`config.mk`:
```
export PLATFORM = sky130hd
export DESIGN_NAME = mfb_line
export DESIGN_NICKNAME = d
export VERILOG_FILES = /design/src/rtl/core/mfb_pkg.sv /design/src/rtl/core/mfb_line.sv
export SDC_FILE = /design/constraint.sdc
export NUM_CORES = 1
export LEC_CHECK = 0
export BUFFER_PORTS_ARGS = -buffer_cell sky130_fd_sc_hd__buf_2
export CAP_MARGIN = 0
export CORE_MARGIN = 4
export CORE_UTILIZATION = 48
export DETAILED_ROUTE_END_ITERATION = 6
export MAX_ROUTING_LAYER = met4
export PLACE_DENSITY_LB_ADDON = 0.05
export SYNTH_ARGS = -nofsm -noshare
export SYNTH_HDL_FRONTEND = slang
export SYNTH_SLANG_ARGS = --single-unit
```
`constraint.sdc`:
```
create_clock -name clock -period 5 [get_ports clock]
set_clock_uncertainty 0.05 [all_clocks]
set_input_delay 0.5 -clock clock [delete_from_list [all_inputs] [get_ports clock]]
set_output_delay 0.5 -clock clock [all_outputs]
set_load 0.02 [all_outputs]
```
`src/rtl/core/mfb_pkg.sv`:
```
package mfb_pkg;

   // Default panel geometry.
   localparam int PANEL_WIDTH_DEF  = 128;
   localparam int PANEL_HEIGHT_DEF = 64;

   // Stream widths.
   localparam int REQ_DATA_W = 48;
   localparam int REQ_USER_W = 3;
   localparam int RSP_DATA_W = 16;

   // Command codes carried in req_tuser.
   localparam logic [2:0] OP_PIXEL  = 3'd0;
   localparam logic [2:0] OP_LINE   = 3'd1;
   localparam logic [2:0] OP_FILL   = 3'd2;
   localparam logic [2:0] OP_INVERT = 3'd3;
   localparam logic [2:0] OP_READ   = 3'd4;

   localparam logic [7:0] BYTE_ZERO = 8'h00;
   localparam logic [7:0] BYTE_ONES = 8'hFF;

   // Sequencer commands to the line walker.
   typedef struct packed {
      logic load;
      logic step;
   } line_ctl_type;

endpackage

```
`src/rtl/core/mfb_line.sv`:
```
module mfb_line #(
   parameter int XW = 7,
   parameter int YW = 6
) (
   input  logic                 clock,
   input  logic                 reset,
   input  mfb_pkg::line_ctl_type ctl,
   input  logic [XW-1:0]        x0,
   input  logic [YW-1:0]        y0,
   input  logic [XW-1:0]        x1,
   input  logic [YW-1:0]        y1,
   output logic [XW-1:0]        x_out,
   output logic [YW-1:0]        y_out,
   output logic                 last
);

   localparam int EW = ((XW > YW) ? XW : YW) + 2;
   localparam logic signed [EW-1:0] ERR_ZERO = '0;

   logic [XW-1:0]        x_ff, xe_ff;
   logic [YW-1:0]        y_ff, ye_ff;
   logic                 sx_ff, sy_ff;
   logic signed [EW-1:0] dx_ff, dy_ff, err_ff;

   logic signed [EW-1:0] dx_ld, dy_ld, err_ld, err_in;
   logic                 step_x, step_y;

   always_comb begin
      dx_ld = (x1 >= x0) ? $signed(EW'(x1) - EW'(x0)) : $signed(EW'(x0) - EW'(x1));
      dy_ld = (y1 >= y0) ? $signed(EW'(y1) - EW'(y0)) : $signed(EW'(y0) - EW'(y1));
      // Initial error is half of the major delta, negative when y dominates or the deltas are equal.
      err_ld = (dx_ld > dy_ld) ? (dx_ld >>> 1) : -(dy_ld >>> 1);
      step_x = err_ff > -dx_ff;
      step_y = err_ff < dy_ff;
      err_in = err_ff - (step_x ? dy_ff : ERR_ZERO) + (step_y ? dx_ff : ERR_ZERO);
   end

   always_ff @(posedge clock) begin
      if (ctl.load) begin
         x_ff   <= x0;
         y_ff   <= y0;
         xe_ff  <= x1;
         ye_ff  <= y1;
         sx_ff  <= x1 > x0;
         sy_ff  <= y1 > y0;
         dx_ff  <= dx_ld;
         dy_ff  <= dy_ld;
         err_ff <= err_ld;
      end else if (ctl.step) begin
         err_ff <= err_in;
         if (step_x) begin
            x_ff <= sx_ff ? x_ff + XW'(1) : x_ff - XW'(1);
         end
         if (step_y) begin
            y_ff <= sy_ff ? y_ff + YW'(1) : y_ff - YW'(1);
         end
      end
   end

   assign x_out = x_ff;
   assign y_out = y_ff;
   assign last  = (x_ff == xe_ff) && (y_ff == ye_ff);

   a_no_step_past_end: assert property (@(posedge clock) disable iff (reset)
      ctl.step |-> !last) else $error("line walker stepped past its end point");

endmodule

```
# ---- Yosys cells after proc, flatten, opt, wreduce, memory -nomap -nowiden
# Cells that the tools add are included.
dict set report totals {
  ff_bits 55
  word_cells 51
}
dict set report op_classes {
  addsub 12
  n_lt_le_gt_ge 7
  n_eq_ne 2
  muxes 15
  reduce_logical 6
}
# cell n
set op_table {}
lappend op_table {{$mux W9} 7}
lappend op_table {{$mux W7} 4}
lappend op_table {{$mux W6} 4}
lappend op_table {{$gt A9 B9 Y1} 2}
lappend op_table {{$sub A7 B7 Y8} 2}
lappend op_table {{$sub A6 B6 Y7} 2}
lappend op_table {{$add A9 B9 Y9} 1}
lappend op_table {{$lt A9 B9 Y1} 1}
lappend op_table {{$neg A8 Y9} 1}
lappend op_table {{$neg A9 Y9} 1}
lappend op_table {{$sub A9 B9 Y9} 1}
lappend op_table {{$add A7 B1 Y7 const B} 1}
lappend op_table {{$eq A7 B7 Y1} 1}
lappend op_table {{$ge A7 B7 Y1} 1}
lappend op_table {{$gt A7 B7 Y1} 1}
lappend op_table {{$sub A7 B1 Y7 const B} 1}
lappend op_table {{$add A6 B1 Y6 const B} 1}
lappend op_table {{$eq A6 B6 Y1} 1}
lappend op_table {{$ge A6 B6 Y1} 1}
lappend op_table {{$gt A6 B6 Y1} 1}
lappend op_table {{$reduce_bool A2 Y1} 3}
lappend op_table {{$sub A6 B1 Y6 const B} 1}
lappend op_table {{$reduce_and A2 Y1} 2}
lappend op_table {{$logic_and A1 B1 Y1} 1}

# ---- Longest topological paths before layout
# Gate-level depths: netlist of run 1.
dict set report depth {
  word_depth 7
  ltp_mapped 22
}

# ---- Worst setup path before layout of run 1
# Ideal clock, no wire load.
dict set report synth_timing {
  path_kind {reg2reg}
  startpoint {register dx_ff[0]}
  endpoint {register err_ff[8], data pin}
  setup_ps 270
  arrival_time_ps 4280
  t_required_ps 4680
  slack_ps 400
  stages_incl_launch_ff 22
  n_path_buf 0
  synth_period_minus_slack_ps 4600
  path_cell_list {edfxtp_1 inv_1 ha_1 nand2_1 xnor2_1 ha_1 a2111oi_0 o21ai_1 o221ai_1 a31oi_1 and2_1 fa_1 inv_1 fa_1 a21oi_1 nor2_1 nor3_1 nor2_1 o41a_1 xor2_1 xnor2_1 o211ai_1}
}
dict set report synth_via {
  elab_chain_len 7
  elab_cells_between_ends 8
  classes_between {add/sub (3); order compare (1); mux (4)}
}
# element line_no
set synth_lines {}
lappend synth_lines {{from (decl)} mfb_line.sv:23} ;# logic signed [EW-1:0] dx_ff, dy_ff, err_ff;
lappend synth_lines {{from (signal assigned)} mfb_line.sv:46} ;# dx_ff <= dx_ld;
lappend synth_lines {{$neg A9 Y9} mfb_line.sv:33} ;# step_x = err_ff > -dx_ff;
lappend synth_lines {{$gt A9 B9 Y1} mfb_line.sv:33}
lappend synth_lines {{$mux W9} mfb_line.sv:35} ;# err_in = err_ff - (step_x ? dy_ff : ERR_ZERO) + (step_y ? dx_ff : ERR_ZERO);
lappend synth_lines {{$sub A9 B9 Y9} mfb_line.sv:35}
lappend synth_lines {{$add A9 B9 Y9 *} mfb_line.sv:35}
lappend synth_lines {{$mux W9 *} mfb_line.sv:49} ;# end else if (ctl.step) begin
lappend synth_lines {{$mux W9 *} mfb_line.sv:39} ;# if (ctl.load) begin
lappend synth_lines {{to (signal assigned)} mfb_line.sv:48} ;# err_ff <= err_ld;
lappend synth_lines {{to (signal assigned)} mfb_line.sv:50} ;# err_ff <= err_in;
lappend synth_lines {{to (decl)} mfb_line.sv:23}
# Every way passes the cells marked *; elsewhere a longest branch is shown, timed or not. The select of a mux whose other input is x is not followed.
# A chain may end at the register's enable or synchronous reset.

# ---- Final worst setup path of run 1
dict set report layout_timing {
  startpoint {register dx_ff[3]}
  endpoint {register err_ff[8], data pin}
}
# The elaborated chain is that of the path after synthesis.

==> impl_metrics.env, run 1 <==
export IMPL_cts_made_buffers=5
export IMPL_path_delay_family="compound AO/OA/AOI/OAI gates"
export IMPL_critPathBufInv=1
export IMPL_synth_area_leader_cell="edfxtp_1"
export IMPL_clk_path_buf_depth=2
export IMPL_num_fill_cells=962
export IMPL_ys_seq_area_share_pct=30.9
export IMPL_root_buffer="clkbuf_8"
export IMPL_fin_nets=695
export IMPL_dpl_cell_count=701
export IMPL_synth_area_leaders="edfxtp_1, ha_1, inv_1, fa_1, xnor2_1"
export IMPL_finalCritPeriodShare_pct=96.9
export IMPL_p_int_mw=1.98
export IMPL_path_clk_slew_ns=0.10
export IMPL_final_area_sq_um=5700
export IMPL_ir_worst_vdd_v=0.000353
export IMPL_post_synth_inst_count=524
export IMPL_layout_drive_gt1_share_pct=16.7
export IMPL_slew_viol_final=0
export IMPL_grt_total_usage_pct=19.5
export IMPL_n_antenna_cell=0
export IMPL_endpoint_kind="flip-flop"
export IMPL_drt_pass1_iter_count=4
export IMPL_syn_num_nets=639
export IMPL_fin_cells=717
export IMPL_num_vias=3800
export IMPL_hpwlAfterDp_um=9540
export IMPL_post_synth_num_cell_types=61
export IMPL_start_util_pct=49.2
export IMPL_wl_per_cell_um=16.4
export IMPL_rows=37
export IMPL_p_sw_mw=1.66
export IMPL_via_per_inst=5.30
export IMPL_cap_violations=0
export IMPL_seqPwrFrac_pct=22.5
export IMPL_dpl_cell_area_sq_um=5450
export IMPL_total_power_mw=3.64
export IMPL_crit_path_top_delay_cell="fa_1"
export IMPL_layout_common_cells="inv_1, ha_1, edfxtp_1"
export IMPL_final_hold_viol_count=0
export IMPL_clock_latency_ns=0.31
export IMPL_setup_viol=0
export IMPL_path_cells="nor4_4, nand2_1, xnor2_1, ha_2, a2111oi_4, o21ai_1, o221ai_1, a31oi_2, and2_4, fa_1, inv_1, fa_2, a21oi_2, nor2_1, nor3_1, nor2_1, o41a_1, xor2_1, xnor2_1, o211ai_1"
export IMPL_worstRegToRegCells=20
export IMPL_die_h_um=111
export IMPL_htree_levels=2
export IMPL_dieArea_sq_um=12200
export IMPL_routabilityCongestion=0.899
export IMPL_ios=44
export IMPL_grt_pass1_vias=3949
export IMPL_worstPathArrival_ns=4.84
export IMPL_min_period_ns=4.84
export IMPL_route_detailed_drc=0
export IMPL_outcome="complete, no violations"
export IMPL_p_leak_nw=2.65
export IMPL_drtIter0Drc=107
export IMPL_hp_class="in -> reg"
export IMPL_cp_slowest_stage_delay_ns=0.49
export IMPL_tritoncts="yes"
export IMPL_cts_sinks=52
export IMPL_cts_hold_buffers=0
export IMPL_synthFlopType="edfxtp_1"
export IMPL_fmax_ghz=0.206
export IMPL_combPwrFrac_pct=69.6
export IMPL_syn_to_final_growth_pct=12.9
export IMPL_core_area_sq_um=10300
export IMPL_holdWs_ns=0.350
export IMPL_drt_total_wl_um=11800
export IMPL_synth_edf_count=52
export IMPL_p_per_area_nw_per_um2=639
export IMPL_synth_top_area_share_pct=30.9
export IMPL_die_w_um=111
export IMPL_port_buffers=42
export IMPL_setup_slack_ns=0.156
export IMPL_final_util_pct=55.5
export IMPL_final_common_cell="inv_1"
export IMPL_required_ns=5.00
export IMPL_synth_warnings=0
export IMPL_clock_power_share_pct=7.9
export IMPL_sw_frac_of_total_pct=45.7
export IMPL_slew_headroom_pct=64.9
export IMPL_syn_avg_cell_area_sq_um=9.64
export IMPL_dp_slack_ns=-0.162
export IMPL_hold_depth=1
export IMPL_worstPathMaxFanout=4
export IMPL_critical_path_depth=20
export IMPL_crit_type="reg -> reg"
export IMPL_synth_async_reset_ratio_pct=0
export IMPL_crit_path_start_kind="flip-flop"
export IMPL_grt_pass1_wl_um=19100
export IMPL_tns_ns=0
export IMPL_grt_max_degree=44
export IMPL_grt_overflow=0
export IMPL_synth_seq_cells=52
export IMPL_max_slew_worst_pin_slew_ns=0.527
export IMPL_synth_cell_area_sq_um=5050
export IMPL_ant_nets=0
export IMPL_antenna_found_initial=0
worst reg2reg max path: stages, from the launching register on:
cell and delay, ns:
edfxtp_1 0.48, nor4_4 0.33, nand2_1 0.13, xnor2_1 0.14
ha_2 0.21, a2111oi_4 0.30, o21ai_1 0.11, o221ai_1 0.25
a31oi_2 0.19, and2_4 0.18, fa_1 0.49, inv_1 0.07
fa_2 0.38, a21oi_2 0.18, nor2_1 0.08, nor3_1 0.19
nor2_1 0.09, o41a_1 0.32, xor2_1 0.17, xnor2_1 0.14
o211ai_1 0.10
cell type report:
| cell class | instances | area, sq um | share of cell area, % |
|---|---|---|---|
| sequential | 52 | 1560 | 27.4 |
| multi-input combinational | 384 | 3240 | 56.7 |
| tap | 136 | 170 | 2.98 |
| inverter | 79 | 297 | 5.20 |
| clock inverter | 2 | 35.0 | 0.614 |
| clock buffer | 6 | 72.6 | 1.27 |
| timing repair buffer | 58 | 330 | 5.79 |
layer usage:
layer,track usage (%),up-vias,routed length [um]
li1,-,1933,-
met2,34.4,58,5990
met4,5.01,0,226
met5,-,-,0
met3,2.08,16,279
met1,23.8,1793,5290
power groups by stage:
| stage | combinational, mW | sequential, mW | clock [mW] |
|---|---|---|---|
| final | 2.54 | 0.820 | 0.287 |
| after global routing | 2.86 | 0.835 | 0.314 |
| after CTS | 2.41 | 0.817 | 0.297 |
| after detailed placement | 2.36 | 0.825 | 0 |
| after global placement | 2.31 | 0.821 | 0 |
| after floorplan | 1.76 | 0.841 | 0 |
sequential cells by signal (all words and copies together) (netlist names):
| register | flops |
|---|---|
| ye_ff | 6 |
| dx_ff | 8 |
| y_out | 6 |
| xe_ff | 7 |
| x_out | 7 |
| err_ff | 9 |
| dy_ff | 7 |
| sy_ff | 1 |
| sx_ff | 1 |
final timing paths:
kind	slack, ns	start	to
max	0.16	dx_ff[3]$_DFFE_PP_	err_ff[8]$_DFFE_PP_
min	0.35	x1[0]	xe_ff[0]$_DFFE_PP_
max reg2reg	0.16	dx_ff[3]$_DFFE_PP_	err_ff[8]$_DFFE_PP_
min reg2reg	0.70	y_out[0]$_DFFE_PP_	y_out[0]$_DFFE_PP_
synth_stat cells (all sizes together), types with 2 or more instances:
library cell	count
inv	79
ha	71
edfxtp	52
a21oi	37
nand2	35
nor2	30
xnor2	29
o21ai	22
xor2	21
a21o	15
fa	14
nand3	12
and2	9
mux2i	9
nand4	9
mux2	7
o21bai	6
a31oi	5
clkbuf	5
o211ai	5
buf	4
nor3	4
nand2b	3
nor2b	3
nor4	3
or2	3
a211oi	2
a21boi	2
a221oi	2
a31o	2
a32oi	2
and3b	2
nand3b	2
nor3b	2
o21a	2
o221ai	2
or3	2
logic make-up (layout without fill, tap and decap cells):
family	Yosys count	after routing	share of synthesized area, %
and+or+nand+nor	120	120	12.1
AOI/OAI and AO/OA	113	113	14.8
buffers and inverters	88	145	6.76
adders and majority gates	85	85	23.1
DFF	52	52	30.9
xor gates and xnor gates	50	50	8.96
muxes	16	16	3.34
repair_timing:
action,in CTS,in global routing
buffers inserted,0,8
setup endpoints to repair,1,3
gates resized for setup,4,15
pin swaps,0,11
(Power assumes the default switching activity.)
==> run 2: changes to the inputs <==
CORE_UTILIZATION = 59   (was 48)
CTS_CLUSTER_DIAMETER = 60   (was unset)
==> impl_metrics.env, run 2 (same netlist as run 1, synthesis figures left out) <==
export IMPL_cts_hold_buffers=0
export IMPL_finalCritPeriodShare_pct=97.7
export IMPL_cts_made_buffers=5
export IMPL_layout_common_cells="inv_1, ha_1, edfxtp_1"
export IMPL_drtIter0Drc=147
export IMPL_max_slew_worst_pin_slew_ns=1.05
export IMPL_route_detailed_drc=0
export IMPL_root_buffer="clkbuf_8"
export IMPL_antenna_found_initial=0
export IMPL_required_ns=4.98
export IMPL_num_fill_cells=659
export IMPL_grt_pass1_wl_um=18700
export IMPL_grt_total_usage_pct=24.3
export IMPL_start_util_pct=61.2
export IMPL_final_common_cell="inv_1"
export IMPL_die_h_um=101
export IMPL_p_per_area_nw_per_um2=653
export IMPL_largest_reg_flops=9
export IMPL_endpoint_kind="flip-flop"
export IMPL_drt_total_wl_um=11700
export IMPL_min_period_ns=4.88
export IMPL_grt_max_degree=56
export IMPL_p_leak_nw=2.66
export IMPL_dp_slack_ns=-0.101
export IMPL_tritoncts="yes"
export IMPL_final_hold_viol_count=0
export IMPL_die_w_um=101
export IMPL_htree_levels=2
export IMPL_ios=44
export IMPL_rows=33
export IMPL_clk_path_buf_depth=2
export IMPL_cap_violations=0
export IMPL_slew_headroom_pct=30.0
export IMPL_num_vias=3884
export IMPL_fmax_ghz=0.205
export IMPL_reg_top3="err_ff: 9 flops, dx_ff: 8 flops"
export IMPL_path_clk_slew_ns=0.11
export IMPL_rsz0062_at_grt="true"
export IMPL_port_buffers=42
export IMPL_via_per_inst=5.65
export IMPL_wl_per_cell_um=17.0
export IMPL_top_register="err_ff"
export IMPL_hpwlAfterDp_um=9350
export IMPL_n_antenna_cell=0
export IMPL_syn_to_final_growth_pct=13.8
export IMPL_drt_pass1_iter_count=4
export IMPL_layout_drive_gt1_share_pct=19.2
export IMPL_core_area_sq_um=8260
export IMPL_cts_sinks=52
export IMPL_routabilityCongestion=0.933
export IMPL_worstPathMaxFanout=4
export IMPL_outcome="complete, no violations"
export IMPL_fin_nets=697
export IMPL_ant_nets=0
export IMPL_setup_viol=0
export IMPL_setup_slack_ns=0.117
export IMPL_ir_worst_vdd_v=0.000412
export IMPL_slew_viol_final=0
export IMPL_crit_path_start_kind="flip-flop"
export IMPL_grt_pass1_vias=3861
export IMPL_crit_type="reg -> reg"
export IMPL_dieArea_sq_um=10100
export IMPL_worstPathArrival_ns=4.87
export IMPL_clock_latency_ns=0.32
export IMPL_grt_overflow=0
export IMPL_multiInputGateArea_sq_um=3320
export IMPL_final_util_pct=69.6
export IMPL_final_seq_area_sq_um=1560
export IMPL_hp_class="in -> reg"
## run 2: cell types whose count changed in the layout (fill, tap and decap cells not counted), moves of 2 or more
cell,previous run,this run
nand2_1,35,33
inv_2,2,4
ha_4,2,5
xnor2_1,27,25
inv_1,77,75
ha_1,68,64
nand2_2,0,2
xnor2_2,2,4
## run 2: final timing paths
path         slack (ns)  depth (start not counted)               start                   to
max                0.12                         20  dx_ff[3]$_DFFE_PP_  err_ff[8]$_DFFE_PP_
min                0.33                          1               x1[5]   xe_ff[5]$_DFFE_PP_
max reg2reg        0.12                         20  dx_ff[3]$_DFFE_PP_  err_ff[8]$_DFFE_PP_
min reg2reg        0.71                          1  x_out[0]$_DFFE_PP_   x_out[0]$_DFFE_PP_
## run 2: metrics by stage
stage	std cells	total power, mW	cell area [sq um]	hold WS [ns]	setup TNS, ns
finish	688	3.76	5750	0.331	0
global route	688	4.13	5750	0.328	-0.173
CTS	677	3.42	5500	0.323	0
detailed placement	668	3.14	5390	0.666	-0.101
global placement	668	3.06	5390	0.659	0
floorplan	524	2.60	5050	0.549	0
## run 2: power breakdown
part	switching (mW)	total, mW	internal (mW)
Clock	0.150	0.249	0.0997
Sequential	0.140	0.824	0.684
Combinational	1.43	2.68	1.26
## run 2: worst max-delay path, stage by stage (launching register included)
cell and delay (ns):
edfxtp_1 0.51, nor4_4 0.36, nand2_2 0.13, xnor2_2 0.16
ha_2 0.21, a2111oi_4 0.29, o21ai_1 0.15, o221ai_2 0.26
a31oi_4 0.13, and2_4 0.16, fa_1 0.51, inv_2 0.05
fa_2 0.42, a21oi_4 0.13, nor2_2 0.06, nor3_2 0.14
nor2_1 0.08, o41a_1 0.39, xor2_1 0.18, xnor2_1 0.13
o211ai_1 0.09
## run 2: area by class of cell
type                            instances  area share (%)
Multi-Input combinational cell        384            57.8
Sequential cell                        52            27.2
Timing Repair Buffer                   60            6.07
Inverter                               79            5.16
Tap cell                              105            2.29
Clock buffer                            5            1.20
Clock inverter                          3           0.370
## run 2: per-layer routing
| layer | up-vias | share of wire, % | global-route usage, % |
|---|---|---|---|
| met2 | 74 | 49 | 38.6 |
| li1 | 1945 | - | - |
| met5 | - | 0 | - |
| met4 | 0 | 0.93 | 5.18 |
| met3 | 6 | 3.3 | 3.04 |
| met1 | 1859 | 47 | 33.5 |
## run 2: repair_timing
| action | CTS | global route |
|---|---|---|
| pin swaps | 0 | 19 |
| setup buffers | 1 | 11 |
| endpoints found under the hold margin | 0 | 0 |
| endpoints found under the setup margin | 1 | 3 |
| resized for setup | 3 | 32 |
==> run 3: changes to the inputs <==
CORE_ASPECT_RATIO = 0.7   (was unset)
CORE_UTILIZATION = 55   (was 59)
clock period = 3.95 ns   (was 5 ns; I/O delays follow)
==> impl_metrics.env, run 3 (same netlist as run 1, synthesis figures left out) <==
export IMPL_outcome="finished with violations"
export IMPL_violations="setup timing"
export IMPL_p_per_area_nw_per_um2=911
export IMPL_total_power_mw=6.02
export IMPL_layout_drive_gt1_share_pct=32.2
export IMPL_fmax_ghz=0.215
export IMPL_ir_worst_vdd_v=0.00107
export IMPL_rows=28
export IMPL_tritoncts="yes"
export IMPL_grt_pass1_wl_um=21500
export IMPL_cap_violations=0
export IMPL_syn_to_final_growth_pct=30.8
export IMPL_rsz0062_at_grt="true"
export IMPL_n_antenna_cell=0
export IMPL_clock_power_share_pct=7.3
export IMPL_die_w_um=123
export IMPL_p_sw_mw=2.62
export IMPL_drt_pass1_iter_count=6
export IMPL_max_slew_worst_pin_slew_ns=1.07
export IMPL_cts_hold_buffers=0
export IMPL_layout_common_cells="buf_4, inv_1, ha_1"
export IMPL_dp_slack_ns=-0.803
export IMPL_dieArea_sq_um=10800
export IMPL_path_clk_slew_ns=0.07
export IMPL_port_buffers=42
export IMPL_crit_type="reg -> reg"
export IMPL_start_util_pct=58.2
export IMPL_dpl_cell_area_sq_um=6160
export IMPL_hpwlAfterDp_um=10700
export IMPL_tns_ns=-3.24
export IMPL_final_common_cell="buf_4"
export IMPL_grt_pass1_vias=4333
export IMPL_clock_latency_ns=0.30
export IMPL_crit_path_start_kind="flip-flop"
export IMPL_fin_nets=792
export IMPL_setup_slack_ns=-0.692
export IMPL_cts_sinks=52
export IMPL_final_util_pct=76.1
export IMPL_cp_slowest_stage_delay_ns=0.51
export IMPL_slew_viol_final=0
export IMPL_antenna_found_initial=0
export IMPL_min_period_ns=4.64
export IMPL_p_int_mw=3.40
export IMPL_sw_frac_of_total_pct=43.5
export IMPL_routabilityCongestion=0.933
export IMPL_slew_headroom_pct=28.6
export IMPL_worstPathArrival_ns=4.59
export IMPL_grt_max_degree=52
export IMPL_finalCritPeriodShare_pct=118
export IMPL_drt_total_wl_um=13600
export IMPL_root_buffer="clkbuf_16"
export IMPL_grt_total_usage_pct=26.8
export IMPL_combPwrFrac_pct=75.5
export IMPL_ant_nets=0
export IMPL_num_vias=4409
export IMPL_crit_path_top_delay_cell="fa_1"
export IMPL_ios=44
export IMPL_required_ns=3.90
export IMPL_die_h_um=88.2
export IMPL_seqPwrFrac_pct=17.2
export IMPL_worstPathMaxFanout=4
export IMPL_final_hold_viol_count=0
export IMPL_p_leak_nw=3.17
export IMPL_setup_viol=7
export IMPL_path_cells="nor2_2, nand3_1, nor2_1, xor2_1, ha_2, a2111oi_4, o21ai_1, o221ai_2, a31oi_4, and2_4, fa_1, inv_2, fa_2, a21oi_4, nor2_4, nor3_2, nor2_2, o41a_1, xor2_1, xnor2_1, o211ai_1"
export IMPL_htree_levels=2
export IMPL_top_register="err_ff"
export IMPL_reg_top3="err_ff: 9 flops, dx_ff: 8 flops"
export IMPL_final_area_sq_um=6610
export IMPL_clk_path_buf_depth=2
export IMPL_via_per_inst=5.53
export IMPL_wl_per_cell_um=17.0
export IMPL_num_fill_cells=651
export IMPL_grt_overflow=0
export IMPL_route_detailed_drc=0
export IMPL_hp_class="in -> reg"
export IMPL_core_area_sq_um=8690
export IMPL_largest_reg_flops=9
export IMPL_drtIter0Drc=286
export IMPL_endpoint_kind="flip-flop"
export IMPL_cts_made_buffers=5
## run 3: changes by cell type in the layout (fill, tap and decap cells not counted), sizes merged
cell      before  now
buf           60  155
clkinv         1    3
clkinvlp       1    0
inv           80   79
## run 3: worst paths after layout
path | startpoint | to | slack, ns | depth (start not counted)
setup / recovery | dx_ff[2]$_DFFE_PP_ | err_ff[8]$_DFFE_PP_ | -0.69 | 21
hold / removal | y1[4] | ye_ff[4]$_DFFE_PP_ | 0.26 | 1
setup reg to reg | dx_ff[2]$_DFFE_PP_ | err_ff[8]$_DFFE_PP_ | -0.69 | 21
hold reg to reg | x_out[0]$_DFFE_PP_ | x_out[0]$_DFFE_PP_ | 0.69 | 1
## run 3: power groups by stage
stage	clock [mW]	sequential (mW)	combinational, mW
2_1_floorplan	0	1.07	2.33
3_3_place_gp	0	1.03	3.59
6_report	0.437	1.04	4.54
3_5_place_dp	0	1.04	3.69
4_1_cts	0.434	1.03	4.31
5_1_grt	0.462	1.06	4.97
## run 3: what timing repair did
action / CTS / global route
endpoints found under the setup margin: 8 / 9
endpoints found under the hold margin: 0 / 0
setup buffers: 7 / 8
gates resized for setup: 29 / 17
pin swaps: 20 / 16
## run 3: through the flow
stage | hold WS, ns | std cells
2_1_floorplan | 0.444 | 524
3_3_place_gp | 0.563 | 777
3_5_place_dp | 0.569 | 777
4_1_cts | 0.267 | 791
5_1_grt | 0.263 | 798
6_report | 0.264 | 798
## run 3: area by class of cell
type / instances / area [sq um] / share of cell area (%)
Clock buffer: 5 / 125 / 1.89
Inverter: 79 / 297 / 4.49
Tap cell: 120 / 150 / 2.27
Timing Repair Buffer: 155 / 1070 / 16.2
Multi-Input combinational cell: 384 / 3390 / 51.3
Sequential cell: 52 / 1560 / 23.6
Clock inverter: 3 / 13.8 / 0.208
## run 3: worst max-delay path: cells and delay by family, from the launching register on
| family | cells | cell delay [ns] |
|---|---|---|
| and+or+nand+nor | 7 | 0.93 |
| buffers and inverters | 1 | 0.05 |
| adders and majority gates | 3 | 1.08 |
| xor gates and xnor gates | 3 | 0.39 |
| DFF | 1 | 0.45 |
| AOI/OAI and AO/OA | 7 | 1.38 |
## run 3: routing by layer
layer	global-route usage, %	vias to the layer above	routed length, um
li1	-	2130	-
met1	37.1	2110	6420
met2	41.8	152	6040
met3	5.36	17	910
met4	4.17	0	186
met5	-	-	0
